<file path="config.mk">
export PLATFORM = sky130hd
export DESIGN_NAME = turning_point_extractor
export DESIGN_NICKNAME = d
export VERILOG_FILES = /design/src/rtl/tpe_pkg.sv /design/src/rtl/tpe_front.sv /design/src/rtl/tpe_queue.sv /design/src/rtl/tpe_back.sv /design/src/rtl/turning_point_extractor.sv
export SDC_FILE = /design/constraint.sdc
export NUM_CORES = 1
export LEC_CHECK = 0
export BUFFER_PORTS_ARGS = -buffer_cell sky130_fd_sc_hd__buf_2
export CORE_MARGIN = 10
export CORE_UTILIZATION = 50
export DETAILED_ROUTE_END_ITERATION = 8
export PLACE_DENSITY = 0.73
export SYNTH_ARGS = -nofsm -noshare
export SYNTH_HDL_FRONTEND = slang
export SYNTH_SLANG_ARGS = --single-unit
</file>
<file path="constraint.sdc">
create_clock -name clk -period 8.1 [get_ports clk]
set_input_delay 1.215 -clock clk [delete_from_list [all_inputs] [get_ports clk]]
set_output_delay 1.215 -clock clk [all_outputs]
set_load 0.01 [all_outputs]
</file>
<file path="src/rtl/tpe_pkg.sv">
// ----------------------------------------------------------------------------
// tpe_pkg: shared types and constants of the turning point extractor
// Point kinds, bundle sizes and the side-band struct that rides the queue.
// ----------------------------------------------------------------------------
`default_nettype none

package tpe_pkg;

  // defaults for top level parameters
  localparam int SAMPLE_BITS_DEF = 16;
  localparam int QUEUE_DEPTH_DEF = 4;

  // one input beat yields at most this many points
  localparam int MAX_POINTS     = 3;
  localparam int POINT_IDX_BITS = 2;

  // point kind codes
  localparam logic KIND_VALLEY = 1'b0;
  localparam logic KIND_PEAK   = 1'b1;

  // per-bundle control: kind and last flag of each slot, number of slots used
  typedef struct packed {
    logic [MAX_POINTS-1:0]     kind;
    logic [MAX_POINTS-1:0]     last;
    logic [POINT_IDX_BITS-1:0] count;
  } tpe_ctrl_t;

endpackage

`default_nettype wire

</file>
<file path="src/rtl/tpe_front.sv">
// ----------------------------------------------------------------------------
// tpe_front: sample classifier
// Tracks the record state, finds reversals and end points, and packs the
// points caused by one sample into a bundle for the queue.
// ----------------------------------------------------------------------------
`default_nettype none

module tpe_front #(
  parameter int SAMPLE_BITS = tpe_pkg::SAMPLE_BITS_DEF
) (
  input  logic                                              clk,
  input  logic                                              rst,
  input  logic                                              in_valid,
  output logic                                              in_ready,
  input  logic signed [SAMPLE_BITS-1:0]                     sample,
  input  logic                                              end_of_record,
  output logic                                              push_valid,
  input  logic                                              push_ready,
  output logic [tpe_pkg::MAX_POINTS-1:0][SAMPLE_BITS-1:0]  push_values,
  output tpe_pkg::tpe_ctrl_t                                push_ctrl
);

  // record state
  logic signed [SAMPLE_BITS-1:0] prior_distinct;
  logic signed [SAMPLE_BITS-1:0] start_value;
  logic                          seen_any;
  logic                          rising;
  logic                          seen_step;
  logic                          start_pending;
  logic                          kind_emitted;

  logic signed [SAMPLE_BITS-1:0] prior_distinct_next;
  logic signed [SAMPLE_BITS-1:0] start_value_next;
  logic                          rising_next;
  logic                          seen_step_next;
  logic                          start_pending_next;
  logic                          kind_emitted_next;

  logic diff;
  logic up;
  logic step;
  logic rev;
  logic start_high;
  logic in_fire;

  // four candidate points: held start, reversal, and two closing points
  logic [3:0]                        cand_ok;
  logic [3:0][SAMPLE_BITS-1:0]       cand_val;
  logic [3:0]                        cand_kind;
  logic [3:0]                        cand_last;
  logic [tpe_pkg::POINT_IDX_BITS:0]  n;

  assign in_ready = push_ready;
  assign in_fire  = in_valid && in_ready;

  // classify the new sample against the last distinct one
  always_comb begin
    diff = (sample != prior_distinct);
    up   = (sample > prior_distinct);
    step = seen_any && diff;
    rev  = step && seen_step && (up != rising);

    prior_distinct_next = (!seen_any || diff) ? sample : prior_distinct;
    start_value_next    = seen_any ? start_value : sample;
    seen_step_next      = seen_any ? (seen_step || diff) : 1'b0;
    start_pending_next  = seen_any ? (start_pending && !rev) : 1'b1;
    kind_emitted_next   = rev ? rising : kind_emitted;
    rising_next         = step ? up : rising;
    start_high          = (start_value_next > prior_distinct_next);
  end

  // candidate points in emission order
  always_comb begin
    cand_ok[0]   = rev && start_pending;
    cand_val[0]  = start_value;
    cand_kind[0] = !rising;
    cand_last[0] = 1'b0;

    cand_ok[1]   = rev;
    cand_val[1]  = prior_distinct;
    cand_kind[1] = rising;
    cand_last[1] = 1'b0;

    cand_ok[2] = end_of_record;
    if (!seen_step_next) begin
      // single distinct value closes as a valley
      cand_val[2]  = prior_distinct_next;
      cand_kind[2] = tpe_pkg::KIND_VALLEY;
      cand_last[2] = 1'b1;
    end else if (start_pending_next) begin
      // no interior reversal: start first, its kind set by the compare
      cand_val[2]  = start_value_next;
      cand_kind[2] = start_high ? tpe_pkg::KIND_PEAK : tpe_pkg::KIND_VALLEY;
      cand_last[2] = 1'b0;
    end else begin
      cand_val[2]  = prior_distinct_next;
      cand_kind[2] = !kind_emitted_next;
      cand_last[2] = 1'b1;
    end

    cand_ok[3]   = end_of_record && seen_step_next && start_pending_next;
    cand_val[3]  = prior_distinct_next;
    cand_kind[3] = start_high ? tpe_pkg::KIND_VALLEY : tpe_pkg::KIND_PEAK;
    cand_last[3] = 1'b1;
  end

  // compact the candidates into bundle slots
  always_comb begin
    push_values    = '0;
    push_ctrl      = '0;
    n              = '0;
    for (int i = 0; i < 4; i++) begin
      if (cand_ok[i] && (n < (tpe_pkg::POINT_IDX_BITS+1)'(tpe_pkg::MAX_POINTS))) begin
        push_values[n[tpe_pkg::POINT_IDX_BITS-1:0]]    = cand_val[i];
        push_ctrl.kind[n[tpe_pkg::POINT_IDX_BITS-1:0]] = cand_kind[i];
        push_ctrl.last[n[tpe_pkg::POINT_IDX_BITS-1:0]] = cand_last[i];
        n = n + 1'b1;
      end
    end
    push_ctrl.count = n[tpe_pkg::POINT_IDX_BITS-1:0];
    push_valid      = in_fire && (n != '0);
  end

  // record state update; end of record returns to the reset state
  always_ff @(posedge clk) begin
    if (rst) begin
      prior_distinct <= '0;
      start_value    <= '0;
      seen_any       <= 1'b0;
      rising         <= 1'b0;
      seen_step      <= 1'b0;
      start_pending  <= 1'b1;
      kind_emitted   <= 1'b0;
    end else if (in_fire) begin
      if (end_of_record) begin
        prior_distinct <= '0;
        start_value    <= '0;
        seen_any       <= 1'b0;
        rising         <= 1'b0;
        seen_step      <= 1'b0;
        start_pending  <= 1'b1;
        kind_emitted   <= 1'b0;
      end else begin
        prior_distinct <= prior_distinct_next;
        start_value    <= start_value_next;
        seen_any       <= 1'b1;
        rising         <= rising_next;
        seen_step      <= seen_step_next;
        start_pending  <= start_pending_next;
        kind_emitted   <= kind_emitted_next;
      end
    end
  end

endmodule

`default_nettype wire

</file>
<file path="src/rtl/tpe_queue.sv">
// ----------------------------------------------------------------------------
// tpe_queue: point bundle queue
// Small register FIFO between classifier and output sequencer.
// ----------------------------------------------------------------------------
`default_nettype none

module tpe_queue #(
  parameter int WIDTH = 8,
  parameter int DEPTH = tpe_pkg::QUEUE_DEPTH_DEF
) (
  input  logic             clk,
  input  logic             rst,
  input  logic             push_valid,
  output logic             push_ready,
  input  logic [WIDTH-1:0] push_data,
  output logic             pop_valid,
  input  logic             pop_ready,
  output logic [WIDTH-1:0] pop_data
);

  localparam int PW = (DEPTH > 1) ? $clog2(DEPTH) : 1;
  localparam int LW = $clog2(DEPTH + 1);

  logic [WIDTH-1:0] entries [DEPTH];
  logic [PW-1:0]    wr_ptr;
  logic [PW-1:0]    rd_ptr;
  logic [LW-1:0]    level;
  logic             push;
  logic             pop;

  assign push_ready = (level != LW'(DEPTH));
  assign pop_valid  = (level != '0);
  assign pop_data   = entries[rd_ptr];
  assign push       = push_valid && push_ready;
  assign pop        = pop_valid && pop_ready;

  // storage
  always_ff @(posedge clk) begin
    if (push) begin
      entries[wr_ptr] <= push_data;
    end
  end

  // pointers and fill level
  always_ff @(posedge clk) begin
    if (rst) begin
      wr_ptr <= '0;
      rd_ptr <= '0;
      level  <= '0;
    end else begin
      if (push) begin
        wr_ptr <= (wr_ptr == PW'(DEPTH - 1)) ? '0 : wr_ptr + 1'b1;
      end
      if (pop) begin
        rd_ptr <= (rd_ptr == PW'(DEPTH - 1)) ? '0 : rd_ptr + 1'b1;
      end
      if (push && !pop) begin
        level <= level + 1'b1;
      end else if (pop && !push) begin
        level <= level - 1'b1;
      end
    end
  end

  // pointer distance must agree with the fill level
  a_level_ptrs: assert property (@(posedge clk) disable iff (rst)
    (level != '0 && level != LW'(DEPTH)) |-> (wr_ptr != rd_ptr))
    else $error("queue pointers disagree with level");

  a_empty_ptrs: assert property (@(posedge clk) disable iff (rst)
    (level == '0) |-> (wr_ptr == rd_ptr))
    else $error("queue empty with pointers apart");

  a_level_step: assert property (@(posedge clk) disable iff (rst)
    (push && !pop) |=> (level == $past(level) + 1'b1))
    else $error("queue level did not advance on push");

endmodule

`default_nettype wire

</file>
<file path="src/rtl/tpe_back.sv">
// ----------------------------------------------------------------------------
// tpe_back: point sequencer
// Holds one bundle and sends its points one beat at a time.
// ----------------------------------------------------------------------------
`default_nettype none

module tpe_back #(
  parameter int SAMPLE_BITS = tpe_pkg::SAMPLE_BITS_DEF
) (
  input  logic                                             clk,
  input  logic                                             rst,
  input  logic                                             q_valid,
  output logic                                             q_ready,
  input  logic [tpe_pkg::MAX_POINTS-1:0][SAMPLE_BITS-1:0] q_values,
  input  tpe_pkg::tpe_ctrl_t                               q_ctrl,
  output logic                                             out_valid,
  input  logic                                             out_ready,
  output logic signed [SAMPLE_BITS-1:0]                    point_value,
  output logic                                             point_kind,
  output logic                                             point_last
);

  logic                                             busy;
  logic [tpe_pkg::POINT_IDX_BITS-1:0]               idx;
  logic [tpe_pkg::MAX_POINTS-1:0][SAMPLE_BITS-1:0]  cur_values;
  tpe_pkg::tpe_ctrl_t                               cur_ctrl;
  logic                                             out_fire;
  logic                                             last_slot;
  logic                                             load;

  assign out_valid   = busy;
  assign point_value = cur_values[idx];
  assign point_kind  = cur_ctrl.kind[idx];
  assign point_last  = cur_ctrl.last[idx];

  // a new bundle loads in the same cycle the old one finishes
  assign out_fire  = busy && out_ready;
  assign last_slot = (idx == cur_ctrl.count - 1'b1);
  assign q_ready   = !busy || (out_fire && last_slot);
  assign load      = q_valid && q_ready;

  // slot sequencing
  always_ff @(posedge clk) begin
    if (rst) begin
      busy <= 1'b0;
      idx  <= '0;
    end else if (load) begin
      busy <= 1'b1;
      idx  <= '0;
    end else if (out_fire) begin
      if (last_slot) begin
        busy <= 1'b0;
      end else begin
        idx <= idx + 1'b1;
      end
    end
  end

  // bundle register
  always_ff @(posedge clk) begin
    if (load) begin
      cur_values <= q_values;
      cur_ctrl   <= q_ctrl;
    end
  end

  a_idx_range: assert property (@(posedge clk) disable iff (rst)
    busy |-> (idx < cur_ctrl.count))
    else $error("slot index beyond bundle count");

  a_bundle_nonempty: assert property (@(posedge clk) disable iff (rst)
    (q_valid && q_ready) |-> (q_ctrl.count != '0))
    else $error("empty bundle taken from queue");

  a_last_at_end: assert property (@(posedge clk) disable iff (rst)
    (busy && point_last) |-> last_slot)
    else $error("record end flagged before bundle end");

endmodule

`default_nettype wire

</file>
<file path="src/rtl/turning_point_extractor.sv">
// ----------------------------------------------------------------------------
// turning_point_extractor: peak / valley reversal extraction
// Emits first, last and interior reversal points of a sample record.
// ----------------------------------------------------------------------------
//  channel | signals                                   | direction
//  --------+-------------------------------------------+----------
//  in      | in_valid, in_ready, sample, end_of_record | sink
//  out     | out_valid, out_ready, point_value,        | source
//          | point_kind, point_last                    |
//
//  A sample beat is taken each cycle while the bundle queue has room.
//  Each sample yields 0 to 3 points; while out_ready is high the sequencer
//  sends one point per cycle, so sustained output is set by that single beat.
//  A sample beat's first point passes through the queue, then the bundle reg.
//  Synchronous reset clears record state, queue and sequencer.
//  An output stall backs up into the queue; input stalls only when it is full.
// ----------------------------------------------------------------------------
`default_nettype none

module turning_point_extractor #(
  parameter int SAMPLE_BITS = tpe_pkg::SAMPLE_BITS_DEF,
  parameter int QUEUE_DEPTH = tpe_pkg::QUEUE_DEPTH_DEF
) (
  input  logic                          clk,
  input  logic                          rst,
  input  logic                          in_valid,
  output logic                          in_ready,
  input  logic signed [SAMPLE_BITS-1:0] sample,
  input  logic                          end_of_record,
  output logic                          out_valid,
  input  logic                          out_ready,
  output logic signed [SAMPLE_BITS-1:0] point_value,
  output logic                          point_kind,
  output logic                          point_last
);

  localparam int VALUES_W = tpe_pkg::MAX_POINTS * SAMPLE_BITS;
  localparam int QW       = VALUES_W + $bits(tpe_pkg::tpe_ctrl_t);

  logic                                             push_valid;
  logic                                             push_ready;
  logic [tpe_pkg::MAX_POINTS-1:0][SAMPLE_BITS-1:0]  push_values;
  tpe_pkg::tpe_ctrl_t                               push_ctrl;
  logic                                             q_valid;
  logic                                             q_ready;
  logic [QW-1:0]                                    q_data;
  logic [tpe_pkg::MAX_POINTS-1:0][SAMPLE_BITS-1:0]  q_values;
  tpe_pkg::tpe_ctrl_t                               q_ctrl;

  assign q_values = q_data[QW-1 -: VALUES_W];
  assign q_ctrl   = q_data[$bits(tpe_pkg::tpe_ctrl_t)-1:0];

  // classifier
  tpe_front #(
    .SAMPLE_BITS (SAMPLE_BITS)
  ) u_front (
    .clk           (clk),
    .rst           (rst),
    .in_valid      (in_valid),
    .in_ready      (in_ready),
    .sample        (sample),
    .end_of_record (end_of_record),
    .push_valid    (push_valid),
    .push_ready    (push_ready),
    .push_values   (push_values),
    .push_ctrl     (push_ctrl)
  );

  // bundle queue
  tpe_queue #(
    .WIDTH (QW),
    .DEPTH (QUEUE_DEPTH)
  ) u_queue (
    .clk        (clk),
    .rst        (rst),
    .push_valid (push_valid),
    .push_ready (push_ready),
    .push_data  ({push_values, push_ctrl}),
    .pop_valid  (q_valid),
    .pop_ready  (q_ready),
    .pop_data   (q_data)
  );

  // point sequencer
  tpe_back #(
    .SAMPLE_BITS (SAMPLE_BITS)
  ) u_back (
    .clk         (clk),
    .rst         (rst),
    .q_valid     (q_valid),
    .q_ready     (q_ready),
    .q_values    (q_values),
    .q_ctrl      (q_ctrl),
    .out_valid   (out_valid),
    .out_ready   (out_ready),
    .point_value (point_value),
    .point_kind  (point_kind),
    .point_last  (point_last)
  );

endmodule

`default_nettype wire

</file>
# [Yosys cells after proc, flatten, opt, wreduce, memory -nomap -nowiden]
# Memory sizes are Yosys's and may differ from the RTL's. A register that Yosys moved wholly into a read port is not among the register bits.
# Index checks and enable logic that the tools add are counted.
# W data, S select, Z words.
[word_totals] output_inout_bits=20 elab_cells=150 latch_bits=0 reg_bits=47 memories=1 ram_bits=224 in_bits=21 mem_bits_ro=0
[classes] magnitude_cmp=12 div=0 n_mul=0 n_eq_ne=6 bitwise=2 mux=67 addsub=9 reduce_logical=41 n_shift=0
[memory_table] name="u_queue.entries" words=4 width=56 read_ports=1 rd_ports_with_merged_regs=1 wr=1 line_no="tpe_queue.sv:24" rtl="logic [WIDTH-1:0] entries [DEPTH];"
[ops] op="$mux W16" n=11
[ops] op="$bwmux W48" n=3
[ops] op="$mux W48" n=3
[ops] op="$demux W16 S2" n=3
[ops] op="$bmux W16 S2" n=1
[ops] op="$gt A16 B16 Y1" n=2
[ops] op="$mux W1" n=27
[ops] op="$logic_and A1 B1 Y1" n=21
[ops] op="$mux W6" n=3
[ops] op="$ne A16 B16 Y1" n=1
[ops] op="$mux W3" n=5
[ops] op="$bwmux W3" n=4
[ops] op="$add A3 B1 Y3 const B" n=3
[ops] op="$lt A2 B3 Y1 const B" n=3
[ops] op="$reduce_bool A2 Y1" n=4
[ops] op="$logic_not A1 Y1" n=7
[ops] op="$add A2 B1 Y2 const B" n=3
[ops] op="$demux W1 S2" n=3
[ops] op="$lt A3 B2 Y1 const B" n=2
[ops] op="$reduce_and A2 Y1" n=3
[ops] op="$reduce_bool A3 Y1" n=2
[ops] op="$bmux W1 S2" n=2
[ops] op="$eq A2 B2 Y1 const B" n=2
[ops] op="$ge A2 B1 Y1 const B" n=2
[ops] op="14 further kinds" n=17

# [Logic depth before layout (Yosys ltp)]
# Gate-level depths: netlist of the first run.
[depth] depth_word=22 mapped_depth=22 ltp_nobuf=21

# [Modules after synthesis]
# Synthesis of the first run repeated with hierarchy kept, for this count alone.
[hier_totals] hier_cells=983 hier_area_um2=14481.4
[modules_own_cells] mod="tpe_queue" instances=1 seq_area_each_um2=6906.6 area_per_inst_um2=8539.4 cells_each=340
[modules_own_cells] mod="tpe_front" instances=1 seq_area_each_um2=740.7 area_per_inst_um2=3688.5 cells_each=502
[modules_own_cells] mod="tpe_back" instances=1 seq_area_each_um2=1741.7 area_per_inst_um2=2253.4 cells_each=141

# [Least setup slack after synthesis of the first run]
# OpenSTA, ideal clock, no wires.
[synth_path] kind="input-to-reg" from="input port sample[15]" to="memory u_queue.entries[0][0] (netlist name) (enable)" setup_time_ps=420 n_path_buf=1 cell_stages=16 t_required_ps=7680 setup_slack_ps=2298 arrival_time_ps=5383 path_cell_list="ha_1 nand4_2 or4_1 buf_2 nand3_4 nor3_1 o21a_1 nor2_4 nor2_1 xnor2_1 ha_1 inv_1 o21ai_0 a31o_2 inv_1 and2_1"
[synth_via] elab_chain_cells=20 elab_cells_between_ends=32 classes_between="add/sub: 3; order compare: 4; eq/ne: 2; mux: 8; reduce/logical: 15"
[synth_rtl] element="from (decl)" line_no="turning_point_extractor.sv:28" rtl="input logic signed [SAMPLE_BITS-1:0] sample,"
[synth_rtl] element="branches (longest 14 deep; another with $gt A16 B16 Y1)"
[synth_rtl] element="$mux W3 *" line_no="tpe_front.sv:113" rtl="if (cand_ok[i] && (n < (tpe_pkg::POINT_IDX_BITS+1)'(tpe_pkg::MAX_POINTS))) begin"
[synth_rtl] element="$reduce_bool A3 Y1 *" line_no="tpe_front.sv:121" rtl="push_valid = in_fire && (n != '0);"
[synth_rtl] element="$logic_and A1 B1 Y1 *" line_no="tpe_front.sv:121"
[synth_rtl] element="$logic_and A1 B1 Y1 *" line_no="tpe_queue.sv:34" rtl="assign push = push_valid && push_ready;"
[synth_rtl] element="via u_queue.push" line_no="tpe_queue.sv:28" rtl="logic push;"
[synth_rtl] element="$mux W1 *" line_no="tpe_queue.sv:39" rtl="if (push) begin"
[synth_rtl] element="$mux W1 (not written as such) *" line_no="tpe_queue.sv:40" rtl="entries[wr_ptr] <= push_data;"
[synth_rtl] element="to (decl)" line_no="tpe_queue.sv:24"
# Mark *: on every way through the listed nets, which the timed path passes.

==> reports/results.ini, run 1 <==
[timing]
period_share_pct = 72.0
finClkSkew_ns = 0.0184
fin_ws_ns = 2.27
setup_violations = 0
slew_headroom_pct = 16.5
min_period_ns = 5.83
slew_viol_final = 0
tightest_slew_ns = 1.25
rsz0062_at_grt = false
max_freq_mhz = 172
hold_viol = 0
fin_setup_tns_ns = 0

[synth]
avgSynthCellArea_um2 = 14.3
ys_seq_area_share_pct = 64.9
synth_edf_count = 280
synth.top_cell.area_share_pct = 58.3
async_flop_share_pct = 0
ys.flop_type = edfxtp_1
yosys_warnings = 0
netlist_top_cells_count = edfxtp_1 (280), nor2_1 (89), inv_1 (63)
yosysMostFrequentCell = edfxtp_1
synth_seq_cells = 327
netlist-cell-type-count = 61
synth.area.top_cells = edfxtp_1 (58%), mux4_2 (8.8%), dfxtp_1 (6.5%)
syn_inst = 1010
synth.net_count = 1075
synth.cell_area_um2 = 14400
synth_top_cell_by_area = edfxtp_1

[layout]
drive_gt1_share_pct = 16.6
area_growth_pct = 11.3
nets = 1105
nFillCells = 2269
final_area_um2 = 16000
stdcell_count = 1447
antenna_cells = 0
seqCellArea_um2 = 9360
multi_input_area_um2 = 4610

[floorplan]
core_area_um2 = 28500
die_x_um = 190
die_h_um = 190
die-area_um2 = 36000
num_io_pins = 41
row_count = 62
start_util_pct = 50.5

[clock_tree]
root_buffer = clkbuf_16
cts_buffers = 31
cts_resized = 0
clockBufferDepth = 3
cts_hold_buf = 0
post-cts-setup-buffers = 0
clock-sinks = 327
h-tree-depth = 1
cts_tree = yes
clock_latency_ns = 0.57
path_clk_slew_ns = 0.06

[place]
dp_cells = 1391
numPortBuffers = 40
hpwlAfterDp_mm = 20.2
pre_cts_slack_ns = 1.73
gp_congestion = 0.967
placed_cell_area_um2 = 15000

[detailed_routing]
via_per_inst = 5.97
final_antenna_net_count = 0
drtIter0Drc = 976
routed_wl_mm = 31.3
drtPass1Iterations = 6
wl_per_cell_um = 21.6
drcViolationCount = 0
vias = 8643

[pwr]
seqPwrFrac_pct = 48.6
p_int_mw = 3.42
p_comb_share_pct = 20.1
p_leak_nw = 5.68
switching_share_pct = 27.2
clkPwrFrac_pct = 31.3
power_mw = 4.70
switchingPower_mw = 1.28
p_per_area_nw_per_um2 = 293
vdd.ir_drop.worst_v = 0.000200

[global_routing]
grt_pass1_wl_mm = 49.8
antenna_found_initial = 0
grt_pass1_vias = 8560
grtUsageTotal_pct = 17.3
grt_max_degree = 62
overflow = 0

[setup_path]
critical_path_class = primary input to register
start_kind = primary input
critPathRequiredTime_ns = 8.41
cp.arrival_ns = 6.14
critPathMaxFanout = 31
cp-end-kind = register

[run_status]
status = completed

[job]
drv_cap = 0

[hold_path]
min_path_type = register to register

metal layers:
| layer | track usage, % | wire, µm | vias up |
|---|---|---|---|
| met1 | 24.6 | 13500 | 4272 |
| met4 | 4.18 | 506 | 0 |
| met3 | 2.93 | 2670 | 41 |
| met2 | 27.4 | 14700 | 416 |
| li1 | - | - | 3914 |
| met5 | 0 | 0 | - |
power by group through the flow:
stage          clock [mW]  combinational, mW  sequential (mW)
2_1_floorplan           0              0.725             2.24
3_3_place_gp            0              0.939             2.31
3_5_place_dp            0              0.952             2.32
4_1_cts              1.50              0.961             2.29
5_1_grt              1.56               1.04             2.31
6_report             1.47              0.943             2.28
path summary, 6_finish.rpt:
check / start / slack, ns / depth (start not counted) / endpoint
max: sample[15] / 2.27 / 17 / u_queue.entries[3][5]$_DFFE_PP_
min: u_queue.level[2]$_SDFFE_PP0P_ / 0.51 / 2 / u_queue.level[2]$_SDFFE_PP0P_
max reg2reg: u_front.prior_distinct[15]$_SDFFE_PP0P_ / 2.60 / 17 / u_queue.entries[3][5]$_DFFE_PP_
min reg2reg: u_queue.level[2]$_SDFFE_PP0P_ / 0.51 / 2 / u_queue.level[2]$_SDFFE_PP0P_
per-stage QoR:
step	hold slack, ns	util (%)
floorplan	0.471	-
global placement	0.493	52.5
detailed placement	0.505	52.5
CTS	0.512	56.2
global route	0.555	56.2
finish	0.509	56.2
kinds of logic (layout without fill, tap and decap cells):
kind of cell / after synthesis / count (layout) / share of synthesized area (%)
flops: 327 / 327 / 64.9
compound gates: 199 / 199 / 8.61
simple gates: 198 / 198 / 6.12
buf+inv: 122 / 175 / 3.31
mux: 112 / 112 / 12.6
fa+ha+maj: 44 / 44 / 3.87
xor+xnor: 8 / 8 / 0.582
cell usage in the layout, fill, tap and decap left out, types with 5 or more instances in the layout:
cell type  Yosys  layout
ha_1          43      43
buf_4          1      15
o22ai_1       31      31
nor3_1        24      24
inv_1         63      63
mux2i_1       56      56
clkbuf_1      39       9
nand2_1       54      53
buf_2          6      40
mux4_2        56      56
nor2_1        89      89
nand4_1        5       5
dfxtp_1       47      45
edfxtp_1     280     280
a21oi_1       54      53
a22oi_1       30      30
o21ai_0       47      47
clkbuf_16      0      31
sequential cells by signal (all words and copies together), names as in the netlist, 3 cells and up:
name	flops
u_back.cur_ctrl	8
u_queue.level	3
u_front.start_value	16
u_back.cur_values	48
u_queue.entries	224
u_front.prior_distinct	16
area by class of cell:
| type | instances | share of cell area [%] |
|---|---|---|
| repair buffers | 55 | 1.95 |
| clock inverters | 13 | 1.19 |
| clock buffers | 43 | 5.31 |
| well taps | 384 | 3.00 |
| inverters | 64 | 1.50 |
| flip-flops and latches | 327 | 58.3 |
| multi-input cells | 561 | 28.7 |
critical path, cell delays in order:
cell,delay (ns)
buf_2,0.12
ha_1,0.42
nand4_2,0.19
or4_1,0.69
inv_1,0.10
nand2_1,0.54
o21ai_0,0.64
inv_1,0.17
ha_1,0.34
or3b_2,0.46
nor2_1,0.10
o221ai_1,0.19
and3b_1,0.26
o2111ai_1,0.12
o41ai_1,0.10
a211oi_1,0.09
a211oi_1,0.41
Power figures use the tool's default switching activity.
==> run 2: changes to the inputs <==
clock period = 6.1 ns   (was 8.1 ns; I/O delays follow)
==> reports/results.ini, run 2 (same netlist as run 1, synthesis figures left out) <==
[layout]
antenna_cells = 0  ; unchanged
final_common_cell = edfxtp_1
reg_top3 = u_queue.entries (224), u_back.cur_values (48)
largest_reg_flops = 224  ; unchanged
mostFrequentLayoutCells = edfxtp_1 (280), nor2_1 (88), inv_1 (63)
nFillCells = 2291  ; +0.97%
regMostFlops = u_queue.entries
nets = 1113  ; +0.72%
drive_gt1_share_pct = 17.3  ; +0.72 points
area_growth_pct = 11.8

[place]
hpwlAfterDp_mm = 19.5  ; -3.5%
pre_cts_slack_ns = 0.286  ; -1.44 ns
gp_congestion = 0.851  ; -12%
numPortBuffers = 40  ; unchanged

[timing]
rsz0062_at_grt = false
slew_headroom_pct = 19.1  ; +2.7 points
finClkSkew_ns = 0.0181  ; -0.000305 ns
period_share_pct = 87.4
finalHoldWorstSlack_ns = 0.516  ; +0.00688 ns
fin_setup_tns_ns = 0  ; unchanged
slew_viol_final = 0  ; unchanged
setup_violations = 0  ; unchanged
hold_viol = 0  ; unchanged
fin_ws_ns = 0.771  ; -1.50 ns
min_period_ns = 5.33
max_freq_mhz = 188
tightest_slew_ns = 1.20  ; -0.0454 ns

[global_routing]
grt_pass1_wl_mm = 48.2  ; -3.2%
overflow = 0  ; unchanged
grt_pass1_vias = 8269  ; -3.4%
antenna_found_initial = 0  ; unchanged
grt_max_degree = 62  ; unchanged
grtUsageTotal_pct = 16.8  ; -0.49 points

[floorplan]
row_count = 62  ; unchanged
die_h_um = 190  ; unchanged
core_area_um2 = 28500  ; unchanged
start_util_pct = 50.5  ; unchanged
num_io_pins = 41  ; unchanged
die-area_um2 = 36000  ; unchanged
die_x_um = 190  ; unchanged

[detailed_routing]
via_per_inst = 5.83  ; -2.4%
drtIter0Drc = 848  ; -13%
routed_wl_mm = 30.3  ; -3.2%
wl_per_cell_um = 20.8  ; -3.8%
drcViolationCount = 0  ; unchanged
drtPass1Iterations = 5  ; -1
vias = 8486  ; -1.8%
final_antenna_net_count = 0  ; unchanged

[setup_path]
slowest_delay_ns = 0.68  ; about the same
path_buf_inv = 4  ; +1
cp-end-kind = register
cp.arrival_ns = 5.65  ; -0.49 ns
r2r_end = u_queue.entries[0][5]$_DFFE_PP_
cp_top_family = simple AND/OR/NAND/NOR gates
cp_slowest_cell = or4_1
critical_path_class = primary input to register
crit_chain = buf_2 > ha_1 > nand4_2 > or4_1 > inv_1 > nand2_1 > buf_4 > o21ai_0 > inv_1 > ha_1 > nand3_1 > nor2_1 > a21boi_0 > o211ai_1 > o41ai_1 > a211oi_1 > a211oi_1
r2r.worst_path.cells = 17  ; unchanged
rrSetupSlack_ns = 0.78  ; -1.82 ns
r2r-start = u_front.prior_distinct[15]$_SDFFE_PP0P_
critPathRequiredTime_ns = 6.42  ; -1.99 ns
start_kind = primary input
critPathMaxFanout = 21  ; -32%

[clock_tree]
h-tree-depth = 1  ; unchanged
cts_resized = 0  ; unchanged
cts_tree = yes
clock_latency_ns = 0.56  ; about the same
clock-sinks = 327  ; unchanged
root_buffer = clkbuf_16
cts_hold_buf = 0  ; unchanged
clockBufferDepth = 3  ; unchanged
post-cts-setup-buffers = 0  ; unchanged
cts_buffers = 30  ; -3.2%
path_clk_slew_ns = 0.06  ; about the same

[pwr]
p_int_mw = 4.45  ; +30%
clkPwrFrac_pct = 30.1  ; -1.2 points
p_leak_nw = 5.71  ; +0.60%
switching_share_pct = 27.1  ; -0.050 points
p_per_area_nw_per_um2 = 379  ; +29%
vdd.ir_drop.worst_v = 0.000238  ; +19%
seqPwrFrac_pct = 49.6  ; +1.0 points
power_mw = 6.10  ; +30%
switchingPower_mw = 1.65  ; +30%
p_comb_share_pct = 20.2  ; about the same

[hold_path]
holdPathEnd = u_back.out_valid$_SDFFE_PP0P_
hold_depth = 2  ; unchanged
min_path_type = register to register
holdCritStartpoint = u_back.out_valid$_SDFFE_PP0P_

[job]
drv_cap = 0  ; unchanged

[run_status]
status = completed

-- run 2: cell count changes in the layout (fill, tap and decap cells not counted), moves of 2 or more --
cell | before | now
bufinv_16 | 4 | 2
clkinv_1 | 3 | 5
buf_4 | 15 | 18
buf_12 | 0 | 6
clkbuf_1 | 9 | 7
inv_6 | 0 | 2
-- run 2: power by group through the flow --
stage                     Clock (mW)  Combinational, mW  Sequential, mW
after floorplan                    0              0.962            2.97
after global placement             0               1.24            3.07
after detailed placement           0               1.26            3.08
after CTS                       1.87               1.27            3.04
after global routing            1.98               1.37            3.07
final                           1.84               1.23            3.03
-- run 2: worst register-to-register path: stages (launching register included) --
cell and delay (ns):
dfxtp_1 0.38, inv_1 0.08, ha_1 0.42, nand4_2 0.18, or4_1 0.68, inv_1 0.10, nand2_1 0.42, buf_4 0.37
o21ai_0 0.44, inv_1 0.17, ha_1 0.34, nand3_1 0.14, nor2_1 0.21, a21boi_0 0.29, o211ai_1 0.14, o41ai_1 0.26
a211oi_1 0.10, a211oi_1 0.38
-- run 2: how the worst max path moves through the flow --
stage	to	slack, ns	cells past startpoint	startpoint
after global placement	u_queue.entries[0][5]$_DFFE_PP_	0.42	18	sample[15]
after detailed placement	u_queue.entries[3][5]$_DFFE_PP_	0.29	17	sample[15]
after CTS	u_queue.entries[0][5]$_DFFE_PP_	0.86	17	sample[15]
final	u_queue.entries[0][5]$_DFFE_PP_	0.77	17	sample[15]
after global routing	u_queue.entries[3][5]$_DFFE_PP_	0.29	17	u_front.prior_distinct[15]$_SDFFE_PP0P_
after floorplan	u_queue.entries[1][0]$_DFFE_PP_	0.60	16	sample[15]
-- run 2: area by class of cell --
cell class | instances | area, µm² | share of cell area [%]
clock buffer | 40 | 830 | 5.15
sequential | 327 | 9360 | 58.1
multi-input combinational | 561 | 4610 | 28.6
tap | 384 | 480 | 2.98
timing repair buffer | 64 | 455 | 2.83
inverter | 64 | 240 | 1.49
clock inverter | 15 | 145 | 0.901
-- run 2: metal layers --
metal  share of wire, %  global-route usage, %  up-vias  wire length [µm]
met5                  0                      0        -                 0
met4                1.8                   4.43        0               531
met3                7.2                   2.25       39              2180
li1                   -                      -     3930                 -
met1                 45                   25.5     4188             13700
met2                 46                   25.1      329             13900
-- run 2: through the flow --
| stage | instances | utilization [%] | cell area, µm² |
|---|---|---|---|
| 5_1_grt | 1455 | 56.5 | 16100 |
| 3_3_place_gp | 1400 | 53.0 | 15100 |
| 2_1_floorplan | 1010 | - | 14400 |
| 4_1_cts | 1455 | 56.5 | 16100 |
| 3_5_place_dp | 1400 | 53.0 | 15100 |
| 6_report | 1455 | 56.5 | 16100 |
==> run 3: changes to the inputs <==
CORE_ASPECT_RATIO = 1.1   (was not set)
CTS_CLUSTER_SIZE = 28   (was not set)
==> reports/results.ini, run 3 (same netlist as run 1, synthesis figures left out) <==
[layout]
multi_input_area_um2 = 4610  ; unchanged
final_common_cell = edfxtp_1
mostFrequentLayoutCells = edfxtp_1 (280), nor2_1 (88), inv_1 (63)
seqCellArea_um2 = 9350  ; about the same
reg_top3 = u_queue.entries (224), u_back.cur_values (48)
final_area_um2 = 16100  ; -0.26%
antenna_cells = 0  ; unchanged
nFillCells = 2205  ; -3.8%
largest_reg_flops = 224  ; unchanged
area_growth_pct = 11.5
drive_gt1_share_pct = 17.2  ; -0.11 points
stdcell_count = 1440  ; -1.0%
regMostFlops = u_queue.entries
nets = 1113  ; unchanged

[detailed_routing]
routed_wl_mm = 30.5  ; +0.64%
wl_per_cell_um = 21.2  ; +1.7%
drtIter0Drc = 757  ; -11%
via_per_inst = 5.92  ; +1.5%
drcViolationCount = 0  ; unchanged
drtPass1Iterations = 5  ; unchanged
vias = 8528  ; +0.49%
final_antenna_net_count = 0  ; unchanged

[timing]
finClkSkew_ns = 0.0167  ; -0.00138 ns
slew_headroom_pct = 31.5  ; +12 points
fin_ws_ns = 0.844  ; +0.0736 ns
max_freq_mhz = 190  ; +1.4%
fin_setup_tns_ns = 0  ; unchanged
setup_violations = 0  ; unchanged
slew_viol_final = 0  ; unchanged
hold_viol = 0  ; unchanged
rsz0062_at_grt = false
min_period_ns = 5.26  ; -0.0736 ns
tightest_slew_ns = 1.03  ; -0.176 ns
period_share_pct = 86.2  ; -1.2 points

[clock_tree]
path_clk_slew_ns = 0.06  ; about the same
post-cts-setup-buffers = 0  ; unchanged
cts_buffers = 31  ; +3.3%
clock-sinks = 327  ; unchanged
cts_resized = 0  ; unchanged
cts_hold_buf = 0  ; unchanged
cts_tree = yes
h-tree-depth = 1  ; unchanged
clock_latency_ns = 0.56  ; about the same
clockBufferDepth = 3  ; unchanged
root_buffer = clkbuf_16

[setup_path]
critical_path_class = primary input to register
rrSetupSlack_ns = 0.87  ; +0.09 ns
start_kind = primary input
slowest_delay_ns = 0.68  ; about the same
cp-end-kind = register
cp_slowest_cell = or4_1
critPathMaxFanout = 13  ; -38%
crit_chain = buf_2 > ha_1 > nand4_2 > or4_1 > inv_1 > nand2_1 > buf_4 > buf_4 > o21ai_0 > inv_1 > ha_1 > nand3_1 > nor2_1 > a21boi_0 > o211ai_1 > o41ai_1 > a211oi_1 > a211oi_1
critPathRequiredTime_ns = 6.41  ; about the same
cp.arrival_ns = 5.57  ; -0.08 ns

[place]
gp_congestion = 0.878  ; +3.2%
numPortBuffers = 40  ; unchanged
placed_cell_area_um2 = 15100  ; -0.20%
hpwlAfterDp_mm = 19.8  ; +1.7%
dp_cells = 1383  ; -1.2%
pre_cts_slack_ns = 0.368  ; +0.0815 ns

[pwr]
vdd.ir_drop.worst_v = 0.000239  ; +0.79%
p_per_area_nw_per_um2 = 379  ; about the same
p_leak_nw = 5.70  ; -0.17%
power_mw = 6.09  ; -0.17%

[floorplan]
die-area_um2 = 36000  ; about the same
num_io_pins = 41  ; unchanged
row_count = 65  ; +4.8%
core_area_um2 = 28500  ; about the same
die_h_um = 198  ; +4.4%
start_util_pct = 50.5  ; about the same
die_x_um = 182  ; -4.2%

[global_routing]
grt_pass1_vias = 8506  ; +2.9%
grt_pass1_wl_mm = 48.4  ; +0.39%
antenna_found_initial = 0  ; unchanged
overflow = 0  ; unchanged
grtUsageTotal_pct = 16.7  ; -0.15 points
grt_max_degree = 62  ; unchanged

[hold_path]
min_path_type = register to register

[job]
drv_cap = 0  ; unchanged

[run_status]
status = completed

[run 3: power by group]
group	leakage [nW]	total (mW)	switching [mW]	internal (mW)
clock	0.472	1.82	0.786	1.03
combinational	2.18	1.30	0.731	0.566
sequential	3.05	2.98	0.139	2.84
[run 3: final timing paths]
check,from,to,cells past startpoint
setup / recovery,sample[15],u_queue.entries[1][5]$_DFFE_PP_,18
hold reg to reg,u_queue.level[2]$_SDFFE_PP0P_,u_queue.level[2]$_SDFFE_PP0P_,2
hold / removal,u_queue.level[2]$_SDFFE_PP0P_,u_queue.level[2]$_SDFFE_PP0P_,2
setup reg to reg,u_front.prior_distinct[15]$_SDFFE_PP0P_,u_queue.entries[1][5]$_DFFE_PP_,18
[run 3: per-layer routing]
layer  global-route usage [%]  part of all wire [%]  vias to the layer above
li1                         -                     -                     3928
met4                     3.77                   1.4                        0
met1                     23.8                    45                     4260
met2                     26.8                    48                      308
met5                        0                     0                        -
met3                     2.15                   6.1                       32
[run 3: worst max-delay path, delay by kind of cell]
kind,cells,cell delay [ns]
simple gates,5,1.40
compound gates,6,1.61
fa+ha+maj,2,0.74
buf+inv,5,0.88
[run 3: final cells by class]
type                    instances  area share (%)
flip-flops and latches        327            58.2
well taps                     368            2.86
clock buffers                  40            5.10
repair buffers                 63            2.79
inverters                      64            1.49
clock inverters                17           0.887
multi-input cells             561            28.7
[run 3: metrics by stage]
step                hold WS (ns)  util [%]
detailed placement         0.507      52.9
global placement           0.495      52.9
global route               0.551      56.3
CTS                        0.513      56.3
floorplan                  0.471         -
finish                     0.515      56.3
